==> src/hdl/lcps_pkg.sv <==
// Shared types, constants and helpers for the little-core placement selector.
package lcps_pkg;

  // Table and field sizing
  localparam int NUM_CORES   = 8;
  localparam int MASK_W      = 8;
  localparam int CORE_IDX_W  = (NUM_CORES > 1) ? $clog2(NUM_CORES) : 1;
  localparam int SCAN_CORES  = (NUM_CORES < MASK_W) ? NUM_CORES : MASK_W;
  localparam int SCAN_IDX_W  = (SCAN_CORES > 1) ? $clog2(SCAN_CORES) : 1;
  localparam int CPU_INDEX_W = 3;
  localparam int UTIL_W      = 11;
  localparam int FREQ_W      = 22;
  localparam int CLUSTER_W   = 4;
  localparam int PCT_W       = 7;
  localparam int CFG_IDX_W   = 2;
  localparam int CFG_DATA_W  = 22;
  localparam int PROD_W      = 18;

  // Arithmetic constants
  localparam logic [UTIL_W-1:0] UTIL_MAX      = 11'd1024;
  localparam logic [PCT_W-1:0]  LIGHT_CAP_PCT = 7'd80;
  localparam logic [PCT_W-1:0]  PERCENT_SCALE = 7'd100;

  // Register reset values
  localparam logic [PCT_W-1:0]  HEAVY_PCT_RST = 7'd50;
  localparam logic [PCT_W-1:0]  BUSY_PCT_RST  = 7'd85;
  localparam logic [FREQ_W-1:0] TRIG_FREQ_RST = 22'd1503000;

  // Configuration register indexes
  typedef enum logic [CFG_IDX_W-1:0] {
    CFG_HEAVY_PCT = 2'd0,
    CFG_BUSY_PCT  = 2'd1,
    CFG_TRIG_FREQ = 2'd2
  } cfg_idx_t;

  // Request kinds
  typedef enum logic {
    ACT_UPDATE = 1'b0,
    ACT_PLACE  = 1'b1
  } action_t;

  // Controller states
  typedef enum logic [1:0] {
    ST_IDLE,
    ST_FETCH,
    ST_EVAL,
    ST_EMIT
  } state_t;

  // Commands from the controller to the datapath
  typedef struct packed {
    logic write_entry;
    logic load_task;
    logic fetch;
    logic eval;
    logic emit;
  } dp_cmd_t;

  // Status from the datapath to the controller
  typedef struct packed {
    logic fetch_last;
  } dp_status_t;

  // Clamp a utilisation or capacity value to the maximum of 1024.
  function automatic logic [UTIL_W-1:0] sat_util(input logic [UTIL_W-1:0] v);
    return (v > UTIL_MAX) ? UTIL_MAX : v;
  endfunction

endpackage

==> src/hdl/lcps_ctrl.sv <==
// Controller state machine that sequences table updates and placement scans.
module lcps_ctrl import lcps_pkg::*; (
  input  logic       clk,
  input  logic       rst_n,
  input  logic       start,
  input  logic       in_action,
  input  dp_status_t status,
  output logic       busy,
  output dp_cmd_t    cmd
);

  state_t state_r;
  state_t state_nxt;
  logic   accept;

  assign accept = start && (state_r == ST_IDLE);

  // Next-state logic
  always_comb begin
    state_nxt = state_r;
    case (state_r)
      ST_IDLE: begin
        if (accept && (action_t'(in_action) == ACT_PLACE)) begin
          state_nxt = ST_FETCH;
        end
      end
      ST_FETCH: begin
        if (status.fetch_last) begin
          state_nxt = ST_EVAL;
        end
      end
      ST_EVAL: state_nxt = ST_EMIT;
      ST_EMIT: state_nxt = ST_IDLE;
      default: state_nxt = ST_IDLE;
    endcase
  end

  // State register
  always_ff @(posedge clk) begin
    if (!rst_n) begin
      state_r <= ST_IDLE;
    end else begin
      state_r <= state_nxt;
    end
  end

  // Command outputs
  always_comb begin
    cmd  = '0;
    busy = 1'b1;
    case (state_r)
      ST_IDLE: begin
        busy            = 1'b0;
        cmd.write_entry = accept && (action_t'(in_action) == ACT_UPDATE);
        cmd.load_task   = accept && (action_t'(in_action) == ACT_PLACE);
      end
      ST_FETCH: begin
        cmd.fetch = 1'b1;
        cmd.eval  = 1'b1;
      end
      ST_EVAL: cmd.eval = 1'b1;
      ST_EMIT: cmd.emit = 1'b1;
      default: busy = 1'b1;
    endcase
  end

endmodule

==> src/hdl/lcps_dp.sv <==
// Datapath: core table, configuration registers, scan pipeline and result register.
module lcps_dp import lcps_pkg::*; (
  input  logic                   clk,
  input  logic                   rst_n,
  input  dp_cmd_t                cmd,
  output dp_status_t             status,
  input  logic                   cfg_we,
  input  logic [CFG_IDX_W-1:0]   cfg_index,
  input  logic [CFG_DATA_W-1:0]  cfg_data,
  input  logic [CPU_INDEX_W-1:0] in_cpu_index,
  input  logic [UTIL_W-1:0]      in_cpu_util,
  input  logic [UTIL_W-1:0]      in_cpu_capacity,
  input  logic [FREQ_W-1:0]      in_cpu_freq_khz,
  input  logic [CLUSTER_W-1:0]   in_cpu_cluster,
  input  logic [UTIL_W-1:0]      in_task_util,
  input  logic [UTIL_W-1:0]      in_task_capacity,
  input  logic [MASK_W-1:0]      in_allowed_mask,
  output logic                   out_valid,
  output logic                   out_found,
  output logic [CPU_INDEX_W-1:0] out_chosen_cpu,
  output logic                   out_task_light
);

  // Configuration registers
  logic [PCT_W-1:0]  heavy_pct_r;
  logic [PCT_W-1:0]  busy_pct_r;
  logic [FREQ_W-1:0] trig_freq_r;

  always_ff @(posedge clk) begin
    if (!rst_n) begin
      heavy_pct_r <= HEAVY_PCT_RST;
      busy_pct_r  <= BUSY_PCT_RST;
      trig_freq_r <= TRIG_FREQ_RST;
    end else if (cfg_we) begin
      case (cfg_idx_t'(cfg_index))
        CFG_HEAVY_PCT: heavy_pct_r <= cfg_data[PCT_W-1:0];
        CFG_BUSY_PCT:  busy_pct_r  <= cfg_data[PCT_W-1:0];
        CFG_TRIG_FREQ: trig_freq_r <= cfg_data[FREQ_W-1:0];
        default: ;
      endcase
    end
  end

  // Core table, cleared at reset and written by update requests
  logic [UTIL_W-1:0]    core_util_r    [NUM_CORES];
  logic [UTIL_W-1:0]    core_cap_r     [NUM_CORES];
  logic [FREQ_W-1:0]    core_freq_r    [NUM_CORES];
  logic [CLUSTER_W-1:0] core_cluster_r [NUM_CORES];
  logic                 idx_in_range;

  assign idx_in_range = (32'(in_cpu_index) < NUM_CORES);

  always_ff @(posedge clk) begin
    if (!rst_n) begin
      for (int i = 0; i < NUM_CORES; i++) begin
        core_util_r[i]    <= '0;
        core_cap_r[i]     <= '0;
        core_freq_r[i]    <= '0;
        core_cluster_r[i] <= '0;
      end
    end else if (cmd.write_entry && idx_in_range) begin
      core_util_r[CORE_IDX_W'(in_cpu_index)]    <= sat_util(in_cpu_util);
      core_cap_r[CORE_IDX_W'(in_cpu_index)]     <= sat_util(in_cpu_capacity);
      core_freq_r[CORE_IDX_W'(in_cpu_index)]    <= in_cpu_freq_khz;
      core_cluster_r[CORE_IDX_W'(in_cpu_index)] <= in_cpu_cluster;
    end
  end

  // Task capture for a placement request
  logic [UTIL_W-1:0] tutil_r;
  logic [UTIL_W-1:0] tcap_r;
  logic [MASK_W-1:0] mask_r;

  always_ff @(posedge clk) begin
    if (cmd.load_task) begin
      tutil_r <= sat_util(in_task_util);
      tcap_r  <= sat_util(in_task_capacity);
      mask_r  <= in_allowed_mask;
    end
  end

  // Scan counter over the table entries
  logic [SCAN_IDX_W-1:0] scan_idx_r;

  assign status.fetch_last = (32'(scan_idx_r) == SCAN_CORES - 1);

  always_ff @(posedge clk) begin
    if (!rst_n) begin
      scan_idx_r <= '0;
    end else if (cmd.load_task) begin
      scan_idx_r <= '0;
    end else if (cmd.fetch && !status.fetch_last) begin
      scan_idx_r <= scan_idx_r + 1'b1;
    end
  end

  // Fetch stage: read one entry, check the cheap conditions and form both products
  logic [CORE_IDX_W-1:0] rd_idx;
  logic                  st_valid_r;
  logic                  st_ok_r;
  logic [PROD_W-1:0]     st_cap_r;
  logic [PROD_W-1:0]     st_util_x_r;
  logic [UTIL_W-1:0]     st_util_r;
  logic [SCAN_IDX_W-1:0] st_idx_r;

  assign rd_idx = CORE_IDX_W'(scan_idx_r);

  always_ff @(posedge clk) begin
    if (!rst_n) begin
      st_valid_r <= 1'b0;
    end else begin
      st_valid_r <= cmd.fetch;
    end
  end

  always_ff @(posedge clk) begin
    if (cmd.fetch) begin
      st_ok_r     <= mask_r[scan_idx_r] && (core_cluster_r[rd_idx] == '0) &&
                     (core_freq_r[rd_idx] < trig_freq_r);
      st_cap_r    <= PROD_W'(core_cap_r[rd_idx]) * PROD_W'(busy_pct_r);
      st_util_x_r <= PROD_W'(core_util_r[rd_idx]) * PROD_W'(PERCENT_SCALE);
      st_util_r   <= core_util_r[rd_idx];
      st_idx_r    <= scan_idx_r;
    end
  end

  // Light-task products, formed while the scan runs
  logic [PROD_W-1:0] lt_util_x_r;
  logic [PROD_W-1:0] lt_util1_x_r;
  logic [PROD_W-1:0] lt_cap80_r;
  logic [PROD_W-1:0] lt_cap_heavy_r;

  always_ff @(posedge clk) begin
    if (cmd.fetch) begin
      lt_util_x_r    <= PROD_W'(tutil_r) * PROD_W'(PERCENT_SCALE);
      lt_util1_x_r   <= (PROD_W'(tutil_r) + 1'b1) * PROD_W'(PERCENT_SCALE);
      lt_cap80_r     <= PROD_W'(tcap_r) * PROD_W'(LIGHT_CAP_PCT);
      lt_cap_heavy_r <= PROD_W'(tcap_r) * PROD_W'(heavy_pct_r);
    end
  end

  // Evaluate stage: keep the least-utilised qualifying core, lowest index on a tie
  logic              found_r;
  logic [UTIL_W-1:0] low_util_r;
  logic [SCAN_IDX_W-1:0] best_r;
  logic              better;

  assign better = st_valid_r && st_ok_r && (st_cap_r > st_util_x_r) &&
                  (!found_r || (st_util_r < low_util_r));

  always_ff @(posedge clk) begin
    if (!rst_n) begin
      found_r <= 1'b0;
    end else if (cmd.load_task) begin
      found_r <= 1'b0;
    end else if (cmd.eval && better) begin
      found_r <= 1'b1;
    end
  end

  always_ff @(posedge clk) begin
    if (cmd.eval && better) begin
      low_util_r <= st_util_r;
      best_r     <= st_idx_r;
    end
  end

  // Result register, shown for one cycle.
  // Light means util*100 <= cap*80 and (util+1)*100 <= cap*heavy, the exact
  // forms of the two floored percentage limits.
  logic                   out_valid_r;
  logic                   out_found_r;
  logic [CPU_INDEX_W-1:0] out_best_r;
  logic                   out_light_r;

  always_ff @(posedge clk) begin
    if (!rst_n) begin
      out_valid_r <= 1'b0;
    end else begin
      out_valid_r <= cmd.emit;
    end
  end

  always_ff @(posedge clk) begin
    if (cmd.emit) begin
      out_found_r <= found_r;
      out_best_r  <= found_r ? CPU_INDEX_W'(best_r) : '0;
      out_light_r <= (lt_util_x_r <= lt_cap80_r) && (lt_util1_x_r <= lt_cap_heavy_r);
    end
  end

  assign out_valid      = out_valid_r;
  assign out_found      = out_found_r;
  assign out_chosen_cpu = out_best_r;
  assign out_task_light = out_light_r;

endmodule

==> src/hdl/little_core_placement_selector.sv <==
// Top level of the little-core placement selector.
// An update request writes one core table entry in the cycle it is taken and
// gives no result; busy stays low, so updates may follow each other every
// cycle. A placement request keeps busy high through one fetch state per
// table entry, one evaluate state and one result state, after which the next
// request can be taken; the scan reads one table entry per cycle through a
// two-stage fetch and compare pipeline. The result appears on the out_ ports
// with out_valid high for exactly one cycle, in the cycle in which busy falls,
// and the receiver cannot stall it. Configuration writes take effect at once
// and must only be made while no placement is in flight.
module little_core_placement_selector import lcps_pkg::*; (
  input  logic                   clk,
  input  logic                   rst_n,
  input  logic                   start,
  output logic                   busy,
  input  logic                   in_action,
  input  logic [CPU_INDEX_W-1:0] in_cpu_index,
  input  logic [UTIL_W-1:0]      in_cpu_util,
  input  logic [UTIL_W-1:0]      in_cpu_capacity,
  input  logic [FREQ_W-1:0]      in_cpu_freq_khz,
  input  logic [CLUSTER_W-1:0]   in_cpu_cluster,
  input  logic [UTIL_W-1:0]      in_task_util,
  input  logic [UTIL_W-1:0]      in_task_capacity,
  input  logic [MASK_W-1:0]      in_allowed_mask,
  output logic                   out_valid,
  output logic                   out_found,
  output logic [CPU_INDEX_W-1:0] out_chosen_cpu,
  output logic                   out_task_light,
  input  logic                   cfg_we,
  input  logic [CFG_IDX_W-1:0]   cfg_index,
  input  logic [CFG_DATA_W-1:0]  cfg_data
);

  dp_cmd_t    cmd;
  dp_status_t status;

  // Sequencer
  lcps_ctrl u_ctrl (
    .clk       (clk),
    .rst_n     (rst_n),
    .start     (start),
    .in_action (in_action),
    .status    (status),
    .busy      (busy),
    .cmd       (cmd)
  );

  // Table, scan and result datapath
  lcps_dp u_dp (
    .clk              (clk),
    .rst_n            (rst_n),
    .cmd              (cmd),
    .status           (status),
    .cfg_we           (cfg_we),
    .cfg_index        (cfg_index),
    .cfg_data         (cfg_data),
    .in_cpu_index     (in_cpu_index),
    .in_cpu_util      (in_cpu_util),
    .in_cpu_capacity  (in_cpu_capacity),
    .in_cpu_freq_khz  (in_cpu_freq_khz),
    .in_cpu_cluster   (in_cpu_cluster),
    .in_task_util     (in_task_util),
    .in_task_capacity (in_task_capacity),
    .in_allowed_mask  (in_allowed_mask),
    .out_valid        (out_valid),
    .out_found        (out_found),
    .out_chosen_cpu   (out_chosen_cpu),
    .out_task_light   (out_task_light)
  );

endmodule

==> config.mk <==
export PLATFORM = sky130hd
export DESIGN_NAME = little_core_placement_selector
export DESIGN_NICKNAME = d
export VERILOG_FILES = /design/src/hdl/lcps_pkg.sv /design/src/hdl/lcps_ctrl.sv /design/src/hdl/lcps_dp.sv /design/src/hdl/little_core_placement_selector.sv
export SDC_FILE = /design/constraint.sdc
export NUM_CORES = 1
export LEC_CHECK = 0
export ABC_AREA = 0
export BUFFER_PORTS_ARGS = -buffer_cell sky130_fd_sc_hd__buf_2
export CORE_UTILIZATION = 30
export CTS_CLUSTER_SIZE = 8
export DETAILED_ROUTE_END_ITERATION = 12
export GPL_ROUTABILITY_DRIVEN = 1
export SLEW_MARGIN = 20
export SYNTH_ARGS = -nofsm -noshare
export SYNTH_HDL_FRONTEND = slang
export SYNTH_HIERARCHICAL = 1
export SYNTH_SLANG_ARGS = --single-unit
==> constraint.sdc <==
create_clock -name clk -period 6.55 [get_ports clk]
set_input_delay 0.3275 -clock clk [delete_from_list [all_inputs] [get_ports clk]]
set_output_delay 0.3275 -clock clk [all_outputs]
set_load 0.05 [all_outputs]
==> results of run 1 <==
power by group through the flow:
stage	registers [mW]	logic, mW	clock network [mW]
3_5_place_dp	5.20	5.22	0
4_1_cts	5.14	5.29	4.17
3_3_place_gp	5.20	5.15	0
5_1_grt	5.19	5.97	4.30
6_report	5.13	5.20	4.06
2_1_floorplan	5.11	4.12	0
metal layers:
metal  wire [microns]  vias to the layer above
li1                 -                     9937
met1            37700                    10200
met2            36600                      496
met3             5000                      125
met4             1360                       24
met5              146                        -
timing repair:
| item | CTS | global route |
|---|---|---|
| hold buffers | 46 | 0 |
| endpoints found under the hold margin | 56 | 0 |
| resized for setup | 0 | 0 |
kinds of logic after synthesis:
| group | after synthesis | share of synthesized area [%] |
|---|---|---|
| and+or+nand+nor | 875 | 13.1 |
| DFF | 590 | 50.7 |
| buffers and inverters | 424 | 4.82 |
| adders and majority gates | 394 | 16.9 |
| AOI/OAI and AO/OA | 225 | 4.66 |
| muxes | 148 | 7.88 |
| xor gates and xnor gates | 76 | 1.96 |
critical path: stages (launching register included):
cell                       delay [ns]
sky130_fd_sc_hd__dfxtp_4         0.57
sky130_fd_sc_hd__mux4_2          0.55
sky130_fd_sc_hd__mux2i_1         0.57
sky130_fd_sc_hd__nand2b_1        0.21
sky130_fd_sc_hd__fa_1            0.45
sky130_fd_sc_hd__fa_1            0.55
sky130_fd_sc_hd__inv_1           0.05
sky130_fd_sc_hd__fa_1            0.52
sky130_fd_sc_hd__inv_1           0.06
sky130_fd_sc_hd__fa_1            0.54
sky130_fd_sc_hd__inv_1           0.04
sky130_fd_sc_hd__ha_1            0.39
sky130_fd_sc_hd__inv_2           0.09
sky130_fd_sc_hd__nor2_1          0.23
sky130_fd_sc_hd__a311oi_4        0.07
sky130_fd_sc_hd__o31ai_2         0.45
sky130_fd_sc_hd__a311oi_2        0.17
sky130_fd_sc_hd__xnor2_1         0.15
metrics by stage:
stage	hold slack, ns	instances
after global placement	0.404	4253
final	0.0415	4430
after global routing	0.0401	4428
after floorplan	0.400	2732
after CTS	0.00391	4428
after detailed placement	0.408	4253
worst min path at each step:
stage	end	slack [ns]	depth (start not counted)
CTS	u_dp/trig_freq_r[11]	0.004	3
finish	u_dp/trig_freq_r[14]	0.04	3
global route	u_dp/trig_freq_r[11]	0.04	3
floorplan	u_dp/best_r[0]	0.40	0
detailed placement	u_dp/best_r[0]	0.41	0
global placement	u_dp/best_r[1]	0.40	0
state kept, by name, summed over array words and instances, names as in the netlist, 16 cells and up, named ones only:
signal and cells:
u_dp/core_cluster_r 32, u_dp/core_util_r 88, u_dp/lt_util1_x_r 16, u_dp/st_cap_r 18
u_dp/trig_freq_r 22, u_dp/lt_cap_heavy_r 18, u_dp/core_freq_r 176, u_dp/lt_util_x_r 16
u_dp/core_cap_r 88
area by class of cell:
type                    count  area (sq um)
clock buffers             121          2310
flip-flops and latches    590         17300
inverters                 286          1070
multi-input cells        1718         15200
well taps                1500          1880
diodes                      2          5.00
repair buffers            205          1400
clock inverters             8           109
fillers                 10900         73300
cells in the final DEF (no fill, tap or decap), drive strengths merged, types with 13 or more instances in the layout:
cell,Yosys,final
nor3,23,23
nor2,232,232
nor2b,73,73
inv,286,289
a21boi,13,13
dlygate4sd3,0,46
dfxtp,47,47
edfxtp,543,543
mux2,30,30
nand4,15,15
a21o,38,38
and3,181,181
mux2i,26,26
a21oi,47,47
ha,286,286
a211oi,19,19
o211ai,18,18
buf,38,159
fa,108,108
o21ai,35,35
mux4,92,92
clkbuf,100,121
o21a,14,14
xor2,15,15
and2,94,94
nand2b,46,46
nand2,169,169
nand3,17,17
xnor2,61,61
==> impl_results.md, run 1 <==
* Routed vias at 20.8k
* Aggregate routed wire length at about 81 mm
* Sink Count at 590
* Share of layout cells above drive strength 1 at 14.2%
* Io pins at 117
* Post-layout instance area at 39200 sq um
* Part of the total power dissipated in the clock network at 28.2%
* Relative slew margins at between 30 and 40%
* Hold Violations, Final at 0
* Height of the chip at 339 microns
* Reg2Reg Depth at 17
* Syn Nets at 3236
* Final setup viols at 0
* Clock insertion delay at the later pin of the skew report at 0.64 ns
* Power share of the sequential group at 35.7%
* Syn Area/Cell at 12.4 sq um
* Reg-to-reg setup timing slack at 0.60 ns
* Required time worst endpoint at 6.93 ns
* Top cells by area in the synthesized netlist: sky130_fd_sc_hd__edfxtp_1 (48%), sky130_fd_sc_hd__ha_1 (11%), sky130_fd_sc_hd__fa_1 (6.4%)
* Die outline width at 339 microns
* Fin Clk Skew at 0.0346 ns
* Number of pins exceeding their max-slew limit in the final report at 0
* Portion of the post-synthesis area used by sequential elements at 50.7%
* Number of synthesized flops with an enable pin at 543
* Final weighted congestion in routability-driven placement at 0.810
* Synthesized area at 34000 sq um
* Biggest area consumer among synthesized cells: sky130_fd_sc_hd__edfxtp_1
* Finished Core Util at 34.9%
* Initial antenna violation count at 19
* Logic gate share of total power at 36.1%
* Dominant register cell in the synthesized netlist: sky130_fd_sc_hd__edfxtp_1
* Number of input and output port buffers inserted at 116
* Worst Path Class, Setup: reg -> reg
* Largest net degree at the start of global routing at 86
* Capturing element of the worst setup path: u_dp/st_cap_r[17]
* Unrepaired setup endpoints after global routing: false
* Flop and latch count out of synthesis at 590
* Total power density per cell area at 367 nW/um^2
* Fraction of met3 tracks used by global routing at about 3.2%
* HPWL after detailed placement at between 50 and 60 mm
* Setup slack of the critical path after layout at 0.599 ns
* Clock tree from TritonCTS: done
* H-tree depth reported by CTS at 3
* Internal portion of total power at 9.60 mW
* Static power due to leakage at 16.5 nW
* Post-synth top cells: sky130_fd_sc_hd__edfxtp_1 (543), sky130_fd_sc_hd__ha_1 (286), sky130_fd_sc_hd__inv_1 (285)
* Clock buffers created by TritonCTS at 85
* Post-layout min period at 5.95 ns
* Post-route DRC at 0
* Dpl ws at 0.551 ns
* Buffers inserted by post-CTS timing repair at 0
* Post-place instance area at between 30000 and 40000 sq um
* Async set-reset flop share out of synthesis at 0%
* Most frequent cell after synthesis: sky130_fd_sc_hd__edfxtp_1
* Layout net count at around 3.4k
* Cell Rows at 123
* Kind of end point of the critical path: register
* Summed negative setup slack over all endpoints at 0 ns
* Via count of the first global-routing pass at 21.5k
* Remaining number of nets flagged by the antenna check after routing at 0
* Global-route usage over all layers at 14.2%
* Data arrival time at the worst-slack endpoint at 6.33 ns
* Cell variety after synth at 74
* Yosys warnings at 6
* Root buffer cell: sky130_fd_sc_hd__clkbuf_16
* Origin of the worst min-delay path: cfg_data[14]
* IR Drop Worst-Case VDD at 0.200 mV
* DRC marker count from the first detailed-route iteration at 1395
* Aggregate global routing overflow at 0
* Sw power at 4.79 mW
* Buffer depth of the longest clock path at 3
* Maximum net fanout on the critical path at 18
* Startpoint types: register
* Area delta synth->final at 15.3%
* Met2 usage at between 20 and 25%
* Starting density of the core at a little under a third
* First-pass GRT wire length at approximately 130 mm
* Met1 demand-to-capacity share in global routing at 19.5%
* Number of instances in the synthesized netlist at 2732
* Worst-path clk slew at 0.05 ns
* Maximum Capacitance Violations at 0
* Die outline area at between 100000 and 150000 sq um
* Final Cycle Share at 90.9%
* Status: completed
* Net switching share of the total power at 33.3%
* Average wire per standard cell at around 18 microns
* Placeable core area at 112000 sq um
* Maximum clock frequency at approximately 0.17 GHz
* Highest-utilization routing layer at the global route stage: met2
* Transition time at the pin with the least slew margin at 0.896 ns
* Detailed Routing Iterations Pass 1 at 5
* Synth top area share at 47.9%
* Reg-to-Reg End: u_dp/st_cap_r[17]
* Path category of the worst min-delay check: in -> reg
* Via/cell ratio at roughly 4.7
* Post-route total power at 14.4 mW
Note: power is estimated with default switching activity, not from simulation.
==> run 2, diff against run 1 <==
Settings changed: CORE_MARGIN set to 2.
==> run 2 against run 1 <==
Compared with the run above: global-route usage fell by 0.14 points; first-iteration DRC count is 2.8% higher; register-to-register slack gained 0.09 ns; clock skew is 0.0088 ns higher; sequential share of layout area down 0.098 points; clock power up 1%; combinational power is essentially flat; critical endpoint unchanged; critical path depth down 2; routed wire length hardly changed; power up 0.50%; highest routed layer unchanged.
==> impl_results.md, run 2 (synthesized netlist as in run 1, its figures left out) <==
* Clock tree from TritonCTS: done (unchanged)
* Maximum clock frequency at 0.171 GHz (was 0.168 GHz)
* Height of the chip at 341 microns (was 339 microns)
* Final non-filler cell total at 4430 (unchanged)
* Average wire per standard cell at 18.3 microns (was 18.2 microns)
* Static power due to leakage at 16.5 nW (about the same)
* H-tree depth reported by CTS at 3 (unchanged)
* Remaining number of nets flagged by the antenna check after routing at 0 (unchanged)
* Relative slew margins at 39.5% (was 38.5%)
* Cell Rows at 123 (unchanged)
* Root buffer cell: sky130_fd_sc_hd__clkbuf_16 (unchanged)
* Share of layout cells above drive strength 1 at 14.1% (was 14.2%)
* Detailed Routing Iterations Pass 1 at 7 (was 5)
* Post-layout min period at 5.86 ns (was 5.95 ns)
* IR Drop Worst-Case VDD at 0.230 mV (was 0.200 mV)
* Sw power at 4.85 mW (was 4.79 mW)
* Required time worst endpoint at 6.96 ns (was 6.93 ns)
* Aggregate global routing overflow at 0 (unchanged)
* Largest Register: u_dp/core_freq_r (unchanged)
* Summed negative setup slack over all endpoints at 0 ns (unchanged)
* Aggregate routed wire length at 80.9 mm (was 80.8 mm)
* Maximum net fanout on the critical path at 23 (was 18)
* Worst Path Class, Setup: reg -> reg (unchanged)
* Largest registers ranked by flip-flop count: u_dp/core_freq_r: 176 flops, u_dp/core_cap_r: 88 flops, u_dp/core_util_r: 88 flops (unchanged)
* Data arrival time at the worst-slack endpoint at 6.27 ns (was 6.33 ns)
* Kind of end point of the critical path: register (unchanged)
* Via count of the first global-routing pass at 21.7k (was 21.5k)
* Post-route total power at 14.5 mW (was 14.4 mW)
* Internal portion of total power at 9.61 mW (was 9.60 mW)
* Max reg flops at 176 (unchanged)
* Power share of the sequential group at 35.5% (was 35.7%)
* HPWL after detailed placement at 53.8 mm (was 53.6 mm)
* Number of antenna repair diodes at 0 (was 2)
* Fin Clk Skew at 0.0434 ns (was 0.0346 ns)
* Layout net count at 3389 (was 3390)
* Hold Violations, Final at 0 (unchanged)
* Post-route DRC at 0 (unchanged)
* Buffer depth of the longest clock path at 3 (unchanged)
* Finished Core Util at 34.9% (about the same)
* Clock insertion delay at the later pin of the skew report at 0.65 ns (was 0.64 ns)
* Final weighted congestion in routability-driven placement at 0.813 (was 0.810)
* Io pins at 117 (unchanged)
* Net switching share of the total power at 33.5% (was 33.3%)
* Transition time at the pin with the least slew margin at 0.882 ns (was 0.896 ns)
* Number of input and output port buffers inserted at 116 (unchanged)
* Final setup viols at 0 (unchanged)
* Unrepaired setup endpoints after global routing: false (unchanged)
* Clock buffers created by TritonCTS at 85 (unchanged)
* Global-route usage over all layers at 14.0% (was 14.2%)
* Largest net degree at the start of global routing at 87 (was 86)
* Placed cell count at 4250 (was 4253)
* Filler Cells Inserted at 10.9k (about the same)
* Die outline width at 341 microns (was 339 microns)
* Status: completed (unchanged)
* Startpoint types: register (unchanged)
* Total power density per cell area at 368 nW/um^2 (was 367 nW/um^2)
* Sink Count at 590 (unchanged)
* Final Cycle Share at 89.4% (was 90.9%)
* Placeable core area at 112000 sq um (unchanged)
* DRC marker count from the first detailed-route iteration at 1434 (was 1395)
* Path category of the worst min-delay check: in -> reg (unchanged)
* Via/cell ratio at 4.70 (about the same)
* Logic gate share of total power at 36.1% (about the same)
* Maximum Capacitance Violations at 0 (unchanged)
* Initial antenna violation count at 18 (was 19)
* Leading cell type in the layout, fill and taps excluded: sky130_fd_sc_hd__edfxtp_1 (unchanged)
* Routed vias at 20.8k (about the same)
* Starting density of the core at 30.2% (unchanged)
* Number of pins exceeding their max-slew limit in the final report at 0 (unchanged)
* Die outline area at 116000 sq um (was 115000 sq um)
* Area delta synth->final at 15.6% (was 15.3%)
* Part of the total power dissipated in the clock network at 28.4% (was 28.2%)
* First-pass GRT wire length at 126 mm (about the same)
* Worst-path clk slew at 0.06 ns (was 0.05 ns)
* Commonest cells after routing, fill and taps aside: sky130_fd_sc_hd__edfxtp_1 (543), sky130_fd_sc_hd__inv_1 (285), sky130_fd_sc_hd__ha_1 (285) (unchanged)
==> run 2: cell count changes in the layout (fill, tap and decap cells not counted), sizes merged <==
cell         change
buf              -3
diode            -2
inv              -1
clkinv           +4
dlygate4sd3      +2
clkbuf           -1
bufinv           +1
==> run 2: power by group through the flow <==
stage	Clock [mW]	Sequential, mW	Combinational (mW)
4_1_cts	4.23	5.14	5.31
3_3_place_gp	0	5.20	5.17
5_1_grt	4.37	5.19	6.00
6_report	4.11	5.13	5.22
2_1_floorplan	0	5.11	4.12
3_5_place_dp	0	5.21	5.24
==> run 2: routing by layer <==
metal / up-vias / share of wire, % / GRT usage (%)
met4: 26 / 1.8 / 3.55
met1: 10300 / 46 / 19.3
met3: 132 / 6.5 / 3.40
met2: 483 / 45 / 22.1
met5: - / 0.21 / 0
li1: 9935 / - / -
==> run 2: final cells by class <==
class,instances,area [sq um],share of cell area (%)
sequential,590,17300,43.9
multi-input combinational,1718,15200,38.6
clock buffer,120,2270,5.77
tap,1500,1880,4.77
timing repair buffer,204,1420,3.62
inverter,286,1070,2.73
clock inverter,12,225,0.573
==> run 2: final timing paths <==
check	from	to	slack, ns	depth (start not counted)
setup reg to reg	register	u_dp/st_cap_r[17]	0.69	15
hold / removal	in_cpu_freq_khz[17]	u_dp/core_freq_r[7][17]	0.04	2
setup / recovery	register	u_dp/st_cap_r[17]	0.69	15
hold reg to reg	u_dp/st_idx_r[0]	u_dp/best_r[0]	0.41	0
==> run 2: worst max-delay path, cell delays in order (launching register included) <==
cell	delay (ns)
sky130_fd_sc_hd__dfxtp_4	0.63
sky130_fd_sc_hd__mux4_2	0.55
sky130_fd_sc_hd__mux2i_1	0.49
sky130_fd_sc_hd__nor2b_1	0.15
sky130_fd_sc_hd__fa_1	0.53
sky130_fd_sc_hd__fa_1	0.51
sky130_fd_sc_hd__fa_1	0.54
sky130_fd_sc_hd__inv_1	0.05
sky130_fd_sc_hd__fa_1	0.53
sky130_fd_sc_hd__inv_1	0.04
sky130_fd_sc_hd__ha_1	0.23
sky130_fd_sc_hd__or3_4	0.40
sky130_fd_sc_hd__a311oi_4	0.35
sky130_fd_sc_hd__o31ai_2	0.16
sky130_fd_sc_hd__a311oi_2	0.32
sky130_fd_sc_hd__xnor2_1	0.10
==> run 2: stage by stage <==
step	area, sq um	setup slack [ns]	hold WS [ns]
3_3_place_gp	36300	0.655	0.402
6_report	39300	0.692	0.0417
5_1_grt	39300	0.178	0.0327
2_1_floorplan	34000	1.08	0.400
3_5_place_dp	36300	0.595	0.407
4_1_cts	39300	0.594	0.000182
==> run 2: repair_timing <==
item / in CTS / in global routing
gates resized for setup: 0 / 0
hold endpoints to repair: 64 / 0
hold buffers: 48 / 0
buffers inserted: 0 / 0
==> run 3, diff against run 2 <==
==> constraint.sdc (replaced) <==
create_clock -name clk -period 6.55 [get_ports clk]
set_input_delay 0.655 -clock clk [delete_from_list [all_inputs] [get_ports clk]]
set_output_delay 0.655 -clock clk [all_outputs]
set_load 0.05 [all_outputs]
==> run 3 against run 2 <==
Compared with the run above: clock skew shrank 0.026 ns; final cell count shrank 1.3%; global-route usage shrank 0.13 points; die area is the same; first-iteration DRC count shrank 4.3%; sequential cell count is the same; via count shrank 1.1%; power shrank 1.1%; non-clock buffer count shrank 46; clock power shrank 3%; core utilization shrank 0.58 points.
==> impl_results.md, run 3 (synthesized netlist as in run 1, its figures left out) <==
* Status: completed (unchanged)
* Area delta synth->final at 13.7% (was 15.6%)
* Largest registers ranked by flip-flop count: u_dp/core_freq_r: 176 flops, u_dp/core_cap_r: 88 flops, u_dp/core_util_r: 88 flops (unchanged)
* Footprint of the multi-input gates at 15200 sq um (unchanged)
* Via/cell ratio at 4.71 (was 4.70)
* Cell Rows at 123 (unchanged)
* Worst Path Class, Setup: reg -> reg (unchanged)
* Post-layout min period at 5.90 ns (was 5.86 ns)
* Final non-filler cell total at 4374 (was 4430)
* Number of pins exceeding their max-slew limit in the final report at 0 (unchanged)
* Die outline area at 116000 sq um (unchanged)
* IR Drop Worst-Case VDD at 0.235 mV (was 0.230 mV)
* Path category of the worst min-delay check: in -> reg (unchanged)
* Commonest cells after routing, fill and taps aside: sky130_fd_sc_hd__edfxtp_1 (543), sky130_fd_sc_hd__inv_1 (285), sky130_fd_sc_hd__ha_1 (285) (unchanged)
* Maximum clock frequency at 0.169 GHz (was 0.171 GHz)
* Layout net count at 3343 (was 3389)
* Placeable core area at 112000 sq um (unchanged)
* Final Cycle Share at 90.1% (was 89.4%)
* Post-cts gate resize count at 0 (unchanged)
* Relative slew margins at 26.0% (was 39.5%)
* Aggregate routed wire length at 80.4 mm (was 80.9 mm)
* Number of input and output port buffers inserted at 116 (unchanged)
* Detailed Routing Iterations Pass 1 at 5 (was 7)
* Global-route usage over all layers at 13.9% (was 14.0%)
* Startpoint types: register (unchanged)
* Buffers inserted by post-CTS timing repair at 0 (unchanged)
* Transition time at the pin with the least slew margin at 1.11 ns (was 0.882 ns)
* Max reg flops at 176 (unchanged)
* Height of the chip at 341 microns (unchanged)
* Register cell area after layout at 17300 sq um (unchanged)
* Required time worst endpoint at 6.93 ns (was 6.96 ns)
* Leading cell type in the layout, fill and taps excluded: sky130_fd_sc_hd__edfxtp_1 (unchanged)
* Maximum Capacitance Violations at 0 (unchanged)
* Static power due to leakage at 16.2 nW (was 16.5 nW)
* Post-route DRC at 0 (unchanged)
* Root buffer cell: sky130_fd_sc_hd__clkbuf_16 (unchanged)
* Buffer depth of the longest clock path at 3 (unchanged)
* Initial antenna violation count at 24 (was 18)
* Die outline width at 341 microns (unchanged)
* Placed cell count at 4252 (was 4250)
* Maximum net fanout on the critical path at 25 (was 23)
* Kind of end point of the critical path: register (unchanged)
* Starting density of the core at 30.2% (unchanged)
* Largest Register: u_dp/core_freq_r (unchanged)
* Aggregate global routing overflow at 0 (unchanged)
* Hold Violations, Final at 0 (unchanged)
* Largest net degree at the start of global routing at 89 (was 87)
* Summed negative setup slack over all endpoints at 0 ns (unchanged)
* HPWL after detailed placement at 54.0 mm (was 53.8 mm)
* Final weighted congestion in routability-driven placement at 0.813 (about the same)
* Total power density per cell area at 370 nW/um^2 (was 368 nW/um^2)
* Count of hold buffers inserted by post-cts repair at 0 (was 48)
* Io pins at 117 (unchanged)
* Worst-path clk slew at 0.05 ns (was 0.06 ns)
* Final setup viols at 0 (unchanged)
* Clock buffers created by TritonCTS at 85 (unchanged)
* Clock insertion delay at the later pin of the skew report at 0.64 ns (was 0.65 ns)
* H-tree depth reported by CTS at 3 (unchanged)
* DRC marker count from the first detailed-route iteration at 1372 (was 1434)
* Unrepaired setup endpoints after global routing: false (unchanged)
* Data arrival time at the worst-slack endpoint at 6.29 ns (was 6.27 ns)
* Average wire per standard cell at 18.4 microns (was 18.3 microns)
* Share of layout cells above drive strength 1 at 14.4% (was 14.1%)
* Fin Clk Skew at 0.0172 ns (was 0.0434 ns)
* Via count of the first global-routing pass at 21.2k (was 21.7k)
* Filler Cells Inserted at 10.9k (about the same)
* First-pass GRT wire length at 125 mm (was 126 mm)
* Remaining number of nets flagged by the antenna check after routing at 0 (unchanged)
* Clock tree from TritonCTS: done (unchanged)
* Sink Count at 590 (unchanged)
* Routed vias at 20.6k (was 20.8k)
-- run 3: changes by cell type in the layout (fill, tap and decap cells not counted), sizes merged --
cell,change
dlygate4sd3,-48
clkbuf,-11
diode,+3
buf,+2
bufinv,-1
clkinv,-1
clkinvlp,+1
inv,-1
-- run 3: final timing paths --
check | slack, ns | startpoint | endpoint | cells after the start
setup / recovery | 0.65 | register | u_dp/st_cap_r[17] | 15
hold / removal | 0.19 | in_allowed_mask[4] | u_dp/mask_r[4] | 1
setup reg to reg | 0.65 | register | u_dp/st_cap_r[17] | 15
hold reg to reg | 0.41 | u_dp/st_idx_r[2] | u_dp/best_r[2] | 0
-- run 3: report_power, final --
group | switching [mW] | internal (mW) | total, mW
Sequential | 0.243 | 4.89 | 5.14
Clock | 1.62 | 2.35 | 3.97
Combinational | 2.93 | 2.26 | 5.19
-- run 3: area by class of cell --
cell class | instances | share of cell area [%]
diodes | 3 | 0.0194
inverters | 286 | 2.78
multi-input cells | 1718 | 39.3
well taps | 1500 | 4.85
clock buffers | 109 | 5.73
flip-flops and latches | 590 | 44.6
repair buffers | 158 | 2.35
clock inverters | 10 | 0.353
-- run 3: routing by layer --
| metal | track usage (%) | routed length (microns) | up-vias | part of all wire [%] |
|---|---|---|---|---|
| li1 | - | - | 9839 | - |
| met1 | 19.2 | 37300 | 10100 | 46 |
| met2 | 21.7 | 35900 | 516 | 45 |
| met3 | 3.62 | 5600 | 128 | 7.0 |
| met4 | 3.52 | 1450 | 26 | 1.8 |
| met5 | 0 | 162 | - | 0.20 |
-- run 3: stage by stage --
stage / worst slack, ns / hold slack [ns] / power (mW) / cell area, sq um / utilization [%]
after floorplan: 1.08 / 0.400 / 9.22 / 34000 / -
after global placement: 0.626 / 0.402 / 10.4 / 36300 / 32.3
after detailed placement: 0.565 / 0.407 / 10.4 / 36300 / 32.3
after CTS: 0.556 / 0.138 / 14.5 / 38700 / 34.4
after global routing: 0.316 / 0.154 / 15.4 / 38700 / 34.4
final: 0.647 / 0.193 / 14.3 / 38700 / 34.4
-- run 3: worst max-delay path, cell delays in order (launching register included) --
cell and delay (ns):
sky130_fd_sc_hd__dfxtp_4 0.65, sky130_fd_sc_hd__mux4_2 0.56, sky130_fd_sc_hd__mux2i_1 0.58, sky130_fd_sc_hd__nor2b_1 0.14
sky130_fd_sc_hd__fa_1 0.53, sky130_fd_sc_hd__fa_1 0.45, sky130_fd_sc_hd__fa_1 0.54, sky130_fd_sc_hd__inv_1 0.05
sky130_fd_sc_hd__fa_1 0.53, sky130_fd_sc_hd__inv_1 0.04, sky130_fd_sc_hd__ha_1 0.21, sky130_fd_sc_hd__or3_4 0.41
sky130_fd_sc_hd__a311oi_4 0.35, sky130_fd_sc_hd__o31ai_2 0.16, sky130_fd_sc_hd__a311oi_2 0.31, sky130_fd_sc_hd__xnor2_1 0.10
